[config.mk]
export PLATFORM = sky130hd
export DESIGN_NAME = tangent_continued_fraction
export DESIGN_NICKNAME = d
export VERILOG_FILES = /design/src/design/tcf_pkg.sv /design/src/design/tangent_continued_fraction.sv
export SDC_FILE = /design/constraint.sdc
export NUM_CORES = 2
export LEC_CHECK = 0
export ABC_AREA = 1
export BUFFER_PORTS_ARGS = -buffer_cell sky130_fd_sc_hd__buf_2
export CAP_MARGIN = 25
export CORE_AREA = 2 2 322 356
export CTS_CLUSTER_SIZE = 28
export DETAILED_ROUTE_END_ITERATION = 10
export DIE_AREA = 0 0 324 358
export GPL_TIMING_DRIVEN = 0
export PLACE_DENSITY = 0.71
export SLEW_MARGIN = 20
export SYNTH_ARGS = -nofsm -noshare
export SYNTH_HDL_FRONTEND = slang
export SYNTH_SLANG_ARGS = --single-unit
[constraint.sdc]
create_clock -name clk -period 14.6 [get_ports clk]
set_clock_uncertainty 0.1 [all_clocks]
set_input_delay 2.19 -clock clk [delete_from_list [all_inputs] [get_ports clk]]
set_output_delay 2.19 -clock clk [all_outputs]
set_load 0.01 [all_outputs]
[src/design/tcf_pkg.sv]
`timescale 1ns / 1ps

package tcf_pkg;

	// Widths of the angle, the tangent, the divider quotient, the wide datapath and the level count.
	localparam int DATA_W       = 32;
	localparam int QUO_W        = 32;
	localparam int WIDE_W       = 64;
	localparam int TERM_COUNT_W = 4;

	// The odd constant of a level sits at this binary point (Q3.28 times Q15.16).
	localparam int FRAC_SHIFT = 44;

	// Default depth of the fraction and the reset level count.
	localparam int MAX_TERMS_DEF = 13;
	localparam logic [TERM_COUNT_W-1:0] TERM_COUNT_RESET = 4'd10;

	// Register index of the level count on the configuration port.
	localparam logic [0:0] REG_TERM_COUNT = 1'b0;

	// Saturation limits of the Q15.16 tangent.
	localparam logic [DATA_W-1:0] T_MAX = 32'h7FFF_FFFF;
	localparam logic [DATA_W-1:0] T_MIN = 32'h8000_0000;

	// Sequencer states.
	typedef enum logic [2:0] {
		ST_IDLE,
		ST_MUL,
		ST_DIFF,
		ST_CHECK,
		ST_DIV,
		ST_FIX,
		ST_DONE
	} state_t;

endpackage

[src/design/tangent_continued_fraction.sv]
`timescale 1ns / 1ps

// Tangent of a Q3.28 angle in radians, given as a saturated Q15.16 value, by
// evaluating the continued fraction t = x / ((2i-1) - x*t) from the deepest
// level back to the first. The level count is taken from term_count, with
// zero read as one and anything above MAX_TERMS read as MAX_TERMS. Each level
// runs one multiply, one subtract for the divisor, one range check and a
// 32-step restoring division through a single shared 64-bit subtractor,
// followed by a fix-up step that applies sign and saturation. A level whose
// divisor is no larger than the angle saturates at once and skips the
// division. The block takes no new angle until the result is in the output
// register; a result that waits there does not hold back the next angle.
module tangent_continued_fraction
	import tcf_pkg::*;
#(
	parameter int MAX_TERMS = MAX_TERMS_DEF
) (
	input  logic                       clk,
	input  logic                       arst_n,
	// Input channel
	input  logic                       in_valid,
	output logic                       in_stall,
	input  logic signed [DATA_W-1:0]   angle,
	// Output channel
	output logic                       out_valid,
	input  logic                       out_stall,
	output logic signed [DATA_W-1:0]   tangent,
	output logic                       saturated,
	// Configuration port
	input  logic                       psel,
	input  logic                       penable,
	input  logic                       pwrite,
	input  logic [2:0]                 paddr,
	input  logic [31:0]                pwdata,
	output logic [31:0]                prdata,
	output logic                       pready
);

	localparam int LW = $clog2(MAX_TERMS + 1);
	localparam int CW = (LW > TERM_COUNT_W) ? LW : TERM_COUNT_W;
	localparam int CNT_W = $clog2(QUO_W);
	localparam logic [CW-1:0] MAX_EXT = CW'(MAX_TERMS);
	localparam logic [CNT_W-1:0] CNT_LAST = CNT_W'(QUO_W - 1);

	state_t state_q, state_d;

	logic [TERM_COUNT_W-1:0] term_count_q;
	logic signed [DATA_W-1:0] x_q;
	logic [DATA_W-1:0]        t_q;
	logic                     sat_q;
	logic [LW-1:0]            lvl_q;
	logic signed [WIDE_W-1:0] p_q;
	logic [WIDE_W-1:0]        dabs_q;
	logic                     neg_q;
	logic [WIDE_W-1:0]        rem_q;
	logic [QUO_W-1:0]         quo_q;
	logic [CNT_W-1:0]         cnt_q;
	logic                     out_valid_q;
	logic [DATA_W-1:0]        tangent_q;
	logic                     saturated_q;

	logic [CW-1:0]     tc_ext;
	logic [LW-1:0]     lvl_first;
	logic [LW:0]       odd;
	logic [WIDE_W-1:0] odd_ext;
	logic [DATA_W-1:0] xabs;
	logic [WIDE_W-1:0] rem_shift;
	logic [WIDE_W-1:0] sub_a, sub_b;
	logic [WIDE_W:0]   sub_r;
	logic [WIDE_W-1:0] d_val;
	logic [WIDE_W-1:0] d_abs;
	logic              in_take;
	logic              out_load;
	logic              cfg_wr;
	logic              last_level;

	// Configuration port: one register, always ready.
	assign pready = 1'b1;
	assign cfg_wr = psel && penable && pwrite && pready;
	assign prdata = (paddr[2:2] == REG_TERM_COUNT) ? 32'(term_count_q) : 32'd0;

	always_ff @(posedge clk or negedge arst_n) begin
		if (!arst_n) begin
			term_count_q <= TERM_COUNT_RESET;
		end else if (cfg_wr && (paddr[2:2] == REG_TERM_COUNT)) begin
			term_count_q <= pwdata[TERM_COUNT_W-1:0];
		end
	end

	// Level count clamped to the range the fraction supports.
	assign tc_ext = CW'(term_count_q);
	assign lvl_first = (tc_ext == '0)     ? LW'(1) :
	                   (tc_ext > MAX_EXT) ? LW'(MAX_TERMS) : LW'(tc_ext);

	// Odd constant of the current level, placed at the Q.44 binary point.
	assign odd = {lvl_q, 1'b0} - (LW + 1)'(1);
	assign odd_ext = WIDE_W'(odd) << FRAC_SHIFT;

	assign xabs = x_q[DATA_W-1] ? (DATA_W'(0) - DATA_W'(x_q)) : DATA_W'(x_q);
	assign rem_shift = {rem_q[WIDE_W-2:0], 1'b0};

	// The shared subtractor forms the divisor and does each division step.
	always_comb begin
		case (state_q)
			ST_DIFF: begin
				sub_a = odd_ext;
				sub_b = p_q;
			end
			default: begin
				sub_a = rem_shift;
				sub_b = dabs_q;
			end
		endcase
		sub_r = {1'b0, sub_a} - {1'b0, sub_b};
	end

	assign d_val = sub_r[WIDE_W-1:0];
	assign d_abs = d_val[WIDE_W-1] ? (WIDE_W'(0) - d_val) : d_val;

	assign in_take = in_valid && !in_stall;
	assign last_level = (lvl_q == LW'(1));

	// Sequencer: next state and handshake outputs.
	always_comb begin
		state_d  = state_q;
		in_stall = 1'b1;
		out_load = 1'b0;
		case (state_q)
			ST_IDLE: begin
				in_stall = 1'b0;
				if (in_valid) begin
					state_d = ST_MUL;
				end
			end
			ST_MUL: begin
				state_d = ST_DIFF;
			end
			ST_DIFF: begin
				state_d = ST_CHECK;
			end
			ST_CHECK: begin
				if (dabs_q <= WIDE_W'(xabs)) begin
					state_d = last_level ? ST_DONE : ST_MUL;
				end else begin
					state_d = ST_DIV;
				end
			end
			ST_DIV: begin
				if (cnt_q == CNT_LAST) begin
					state_d = ST_FIX;
				end
			end
			ST_FIX: begin
				state_d = last_level ? ST_DONE : ST_MUL;
			end
			ST_DONE: begin
				if (!out_valid_q || !out_stall) begin
					out_load = 1'b1;
					state_d  = ST_IDLE;
				end
			end
			default: begin
				state_d = ST_IDLE;
			end
		endcase
	end

	always_ff @(posedge clk or negedge arst_n) begin
		if (!arst_n) begin
			state_q <= ST_IDLE;
		end else begin
			state_q <= state_d;
		end
	end

	// Level counter and the saturation flag of the running transaction.
	always_ff @(posedge clk or negedge arst_n) begin
		if (!arst_n) begin
			lvl_q <= '0;
			sat_q <= 1'b0;
		end else begin
			if (in_take) begin
				lvl_q <= lvl_first;
				sat_q <= 1'b0;
			end else if ((state_q == ST_CHECK) && (dabs_q <= WIDE_W'(xabs))) begin
				sat_q <= 1'b1;
				if (!last_level) begin
					lvl_q <= lvl_q - LW'(1);
				end
			end else if (state_q == ST_FIX) begin
				if (neg_q ? (quo_q > T_MIN) : quo_q[QUO_W-1]) begin
					sat_q <= 1'b1;
				end
				if (!last_level) begin
					lvl_q <= lvl_q - LW'(1);
				end
			end
		end
	end

	// Datapath: product, divisor, restoring division and the running tangent.
	always_ff @(posedge clk) begin
		case (state_q)
			ST_IDLE: begin
				if (in_valid) begin
					x_q <= angle;
					t_q <= '0;
				end
			end
			ST_MUL: begin
				p_q <= x_q * $signed(t_q);
			end
			ST_DIFF: begin
				dabs_q <= d_abs;
				neg_q  <= x_q[DATA_W-1] ^ d_val[WIDE_W-1];
			end
			ST_CHECK: begin
				if (dabs_q <= WIDE_W'(xabs)) begin
					t_q <= neg_q ? T_MIN : T_MAX;
				end else begin
					rem_q <= WIDE_W'(xabs);
					quo_q <= '0;
					cnt_q <= '0;
				end
			end
			ST_DIV: begin
				if (!sub_r[WIDE_W]) begin
					rem_q <= sub_r[WIDE_W-1:0];
				end else begin
					rem_q <= rem_shift;
				end
				quo_q <= {quo_q[QUO_W-2:0], !sub_r[WIDE_W]};
				cnt_q <= cnt_q + CNT_W'(1);
			end
			ST_FIX: begin
				if (neg_q) begin
					t_q <= (quo_q > T_MIN) ? T_MIN : (DATA_W'(0) - quo_q);
				end else begin
					t_q <= quo_q[QUO_W-1] ? T_MAX : quo_q;
				end
			end
			default: begin
			end
		endcase
	end

	// Output register: a waiting result does not block the next angle.
	always_ff @(posedge clk or negedge arst_n) begin
		if (!arst_n) begin
			out_valid_q <= 1'b0;
		end else if (out_load) begin
			out_valid_q <= 1'b1;
		end else if (!out_stall) begin
			out_valid_q <= 1'b0;
		end
	end

	always_ff @(posedge clk) begin
		if (out_load) begin
			tangent_q   <= t_q;
			saturated_q <= sat_q;
		end
	end

	assign out_valid = out_valid_q;
	assign tangent   = $signed(tangent_q);
	assign saturated = saturated_q;

	// The level counter stays inside the clamped range while a transaction runs.
	a_level_range : assert property (@(posedge clk) disable iff (!arst_n)
		(state_q != ST_IDLE && state_q != ST_DONE) |->
			(lvl_q != '0 && lvl_q <= LW'(MAX_TERMS)))
		else $error("level counter outside the clamped range");

	// The division runs exactly one quotient width of steps before the fix-up.
	a_div_length : assert property (@(posedge clk) disable iff (!arst_n)
		(state_q == ST_DIV && cnt_q == CNT_LAST) |=> (state_q == ST_FIX))
		else $error("division did not end after the last quotient bit");

	// A finished division leaves a remainder below the divisor.
	a_rem_bound : assert property (@(posedge clk) disable iff (!arst_n)
		(state_q == ST_FIX) |-> (rem_q < dabs_q))
		else $error("division remainder not below the divisor");

	// A new angle starts at the clamped level count.
	a_start_level : assert property (@(posedge clk) disable iff (!arst_n)
		(in_valid && !in_stall) |=> (state_q == ST_MUL && lvl_q == $past(lvl_first)))
		else $error("transaction started at the wrong level");

endmodule

# Word-level counts from Yosys, hierarchy flattened
# Index checks and enable logic that the tools add are counted.
[word_totals] register_bits=339 latch_bits=0 ram_bits=0 rom_bits=0 in_bits=74 out_inout_bits=68 elab_cells=104 mem_count=0
[classes] add_sub_neg=7 mul=1 n_div=0 n_lt_le_gt_ge=3 eq_ne=14 shifts=0 muxes=41 bitwise_logic=2 reduce_logical=20
[ops] operator="two-way mux 32 bit" count=7
[ops] operator="two-way mux 63 bit" count=3
[ops] operator="two-way mux 64 bit" count=2
[ops] operator="one-hot mux 63 bit (2 select lines)" count=1
[ops] operator="one-hot mux 32 bit (3 select lines)" count=1
[ops] operator="subtractor 64 x 64 -> 65 bit" count=1
[ops] operator="<= comparator 64 x 32 -> 1 bit" count=1
[ops] operator="multiplier 32 x 32 -> 64 bit" count=1
[ops] operator="one-hot mux 32 bit (2 select lines)" count=1
[ops] operator="subtractor 1 x 32 -> 32 bit (first input constant)" count=2
[ops] operator="subtractor 1 x 64 -> 64 bit (first input constant)" count=1
[ops] operator="> comparator 32 bit (second input constant)" count=1
[ops] operator="two-way mux 31 bit" count=1
[ops] operator="two-way mux 4 bit" count=7
[ops] operator="one-hot mux 3 bit (7 select lines)" count=1
[ops] operator="two-way mux 3 bit" count=5
[ops] operator="two-way mux 1 bit" count=10
[ops] operator="!= test 2 bit (second input constant)" count=5
[ops] operator="one-hot mux 5 bit (2 select lines)" count=1
[ops] operator="equality test 3 bit (second input constant)" count=3
[ops] operator="nonzero test 3 bit" count=3
[ops] operator="equality test 3 x 2 -> 1 bit (second input constant)" count=2
[ops] operator="AND reduction 2 bit" count=3
[ops] operator="AND reduction 3 bit" count=2
[ops] operator="17 further kinds" count=23

# Logic depth before layout (Yosys ltp)
[logic_depth] word_depth=6 mapped_depth=33 ltp_nobuf=31

# Least setup slack after synthesis
# No wires, ideal clock.
[synth_timing] kind="reg2reg" from="register x_q[31]" to="register p_q[61] (data pin)" setup_time_ns=0.264 arrival_ns=7.534 required_time_ns=14.236 path_slack_ns=6.702 path_stages_with_launch=30 n_path_buf=2 synth_period_minus_slack_ns=7.898 path_cell_list="edfxtp_1 > clkbuf_1 > buf_1 > nand2_1 > inv_1 > fa_1 > inv_1 > fa_1 > inv_1 > fa_1 > fa_1 > inv_1 > fa_1 > inv_1 > fa_1 > inv_1 > fa_1 > fa_1 > inv_1 > ha_1 > nand2_1 > nor2_1 > inv_1 > nor3_1 > nand2_1 > nor3_1 > nand2_1 > o211ai_1 > a31oi_1 > xor2_1"
[synth_via] elab_chain_cells=1
[synth_rtl] item="start: declaration" line_no="tangent_continued_fraction.sv:48" source="logic signed [DATA_W-1:0] x_q;"
[synth_rtl] item="start signal: assignment" line_no="tangent_continued_fraction.sv:206" source="x_q <= angle;"
[synth_rtl] item="multiplier 32 x 32 -> 64 bit" line_no="tangent_continued_fraction.sv:211" source="p_q <= x_q * $signed(t_q);"
[synth_rtl] item="end signal: assignment" line_no="tangent_continued_fraction.sv:211"
[synth_rtl] item="end: declaration" line_no="tangent_continued_fraction.sv:52" source="logic signed [WIDE_W-1:0] p_q;"
# Every way passes these cells.
# A chain may end at the register's enable or synchronous reset.

# Final worst setup path
# Ends and elaborated chain as after synthesis.

==> metrics.txt <==
outcome completed; cts repair resizes 0; first-pass GRT wire length around 350 mm; CP Class reg -> reg; adder-cell share of the synthesized area 41.23%; endpoints failing setup 0; crit path from x_q[31]; clock tree sinks roughly 340; kind of end point of the critical path register; reg-to-reg endpoint p_q[61]; HPWL Detailed 204.6 mm; flop-to-flop setup slack 4380 ps; cts bufs inserted 38; unrepaired setup endpoints after global routing false; worst setup path end p_q[61]; Root Buffer clkbuf_16; synthesis-stage register bit count between 300 and 400; Worst slew margin 17.42%; multiplexer share of the synthesized area 1.029%; Detailed Routing Iterations Pass 1 7; Global Route Usage Sum 42.89%; syn_area_per_cell 7.877 µm²; share of layout cells above drive strength 1 3.974%; Setup Buffers After CTS 0; Die Height approximately 360 µm; vias in the first global route 54,153; register area share after synthesis roughly 17%; Synthesis Warnings 0; Core Rows roughly 130; die area 116,000 µm²; CP delay by family, top adder cells; Remaining DRCs 0; DRT Wirelength 243.5 mm; Max Clk Rate between 90 and 100 MHz; crit path DAT 10,420 ps; Final GP Congestion 1.078; Post-Synthesis Cell Area slightly above 60,000 µm²; detailed-route via count 53,047; Layout area overhead 6.564%; R2R Path Start x_q[31]; crit path launch type register; boundary pin count 142; R2R depth 29; part of the cycle the worst path needs 70.02%; Worst Path Buf+Inv 10; wl on met1 between 80 and 90 mm; Synth Area in Compound Gates around 4.9%; largest net degree at the start of global routing just under 60; XOR/XNOR Fraction of Synth Area under 10%; initial DRC count about 5,700; die width 324 µm; buffer depth of the longest clock path 3; CP max stage cell fa_1; core area ~110,000 µm²; initial core utilization a little over half; clk slew on worst S/H paths 60 ps; Crit. path cell count 29; WL per Instance 25.66 µm; TNS Setup 0 ps; IO buf count 82; number of nets with antenna violations after routing 0; met3 WL 24.82 mm; worst min path class reg -> reg; final layout net count between 9,000 and 10,000; H-tree depth 2; Min Clock Period, post-route 10,220 ps; largest fanout on the critical path 10; via/cell ratio between 5 and 6; clk_lat worst skew 600 ps; largest family of logic cells by synthesized area adder cells; max-slew violation count 0; DR WL met2 109.2 mm; cts hold-fix bufs 0; Least-Margin Pin Slew 1239 ps; fill count 10,596; uppermost routed layer met5; Synth Area in Simple Gates 19.03%; CP required 14,800 ps; CTS tree done; CP peak stage delay roughly 840 ps; number of max-cap violations 0; initial antenna violation count 10; Cells after Synth 7,777; Yosys cell types 57; Hold Violations, Final 0; GRT overflow 0
## worst min path at each step
stage	start	end	slack [ps]	cells past startpoint
final	sat_q	saturated	390	0
after global routing	sat_q	saturated	410	0
after CTS	sat_q	saturated	390	0
after detailed placement	lvl_q[1]	lvl_q[1]	360	2
after global placement	lvl_q[3]	lvl_q[3]	360	2
after floorplan	sat_q	saturated	320	0
## routing by layer
metal  vias to the layer above  global-route usage, %
met4                         2                  32.10
li1                      23172                      -
met2                      3123                  68.27
met3                       861                  8.697
met5                         -                      0
met1                     25889                  51.65
## cells in the final DEF, fill, tap and decap left out, drive strengths merged, types with 7 or more instances in the layout
cell type / instances
nand2: 2088
inv: 2076
fa: 1083
nor2: 461
edfxtp: 326
ha: 286
clkbuf: 284
a21oi: 251
nand3: 191
o21ai: 188
buf: 178
xor2: 118
mux2i: 63
nand4: 52
xnor2: 49
nor3: 41
conb: 29
o211ai: 23
nand3b: 20
nor4: 20
o22ai: 19
clkinv: 18
a31oi: 15
o21bai: 12
o31ai: 12
dfrtp: 11
or2: 10
o221ai: 7
## final cells by class
class / count / area (µm²) / area share (%)
clock inverter: 23 / 260.3 / 0.3986
tap: 1506 / 1884 / 2.886
timing repair buffer: 105 / 728.2 / 1.115
buffer: 312 / 1309 / 2.005
sequential: 339 / 10120 / 15.50
inverter: 2079 / 7807 / 11.96
clock buffer: 45 / 997.2 / 1.527
antenna: 6 / 15.01 / 0.02300
multi-input combinational: 5074 / 42170 / 64.59
## cell families after synthesis
kind of cell / after synthesis
compound gates: 549
xor+xnor: 167
fa+ha+maj: 1369
buf+inv: 2391
flops: 339
mux: 63
other cells: 2
simple gates: 2897
## cells in the mapped netlist (all sizes together)
cell type  number  area [µm²]
dfrtp          11       275.3
nand2        2088        7865
a31oi          15       93.84
conb            2       7.510
xor2          118        1041
o22ai          19       118.9
nor3b           2       15.01
a221o           1       10.01
a22oi           2       15.01
nor2          461        1815
o31ai          12       90.09
a41oi           1       8.760
or2            10       62.56
o221ai          7       61.31
o21ai         188       944.7
ha            286        3578
mux2i          63       630.6
buf            73       409.2
a211oi          1       7.510
and2            6       37.54
inv          2073        7781
nand3b         20       150.1
nor4           20       131.4
edfxtp        326        9789
and3            6       37.54
clkinv          6       23.77
a21oi         251        1256
nand4          52       331.6
nor3           41       225.2
a221oi          3       26.28
o21bai         12       90.09
o211ai         23       172.7
xnor2          49       436.7
clkbuf        239       897.1
a21o            6       45.04
o2111ai         1       8.760
nand3         191       986.0
a21boi          2       15.01
fa           1083       21680
o21a            5       37.54
dfstp           2       52.55
## through the flow
stage	cells	hold slack, ps	instance area [µm²]	setup WS, ps	utilization [%]
floorplan	7804	315.9	61360	6702	-
global placement	9392	361.7	63660	4537	56.75
detailed placement	9411	363.9	63960	4626	57.02
CTS	9479	392.9	65220	4542	58.14
global route	9483	407.3	65270	4100	58.18
finish	9489	394.3	65280	4377	58.20
## flip-flops by register name, summed over array words and instances (netlist names)
signal / cells
t_q: 32
quo_q: 32
x_q: 32
out_valid: 1
saturated: 1
sat_q: 1
p_q: 64
neg_q: 1
tangent: 32
rem_q: 63
tc_ext: 4
lvl_q: 4
state_q: 3
dabs_q: 64
cnt_q: 5
Power is not shown: default switching activity piles up to over one toggle a cycle in this logic, so the estimate is an artifact.
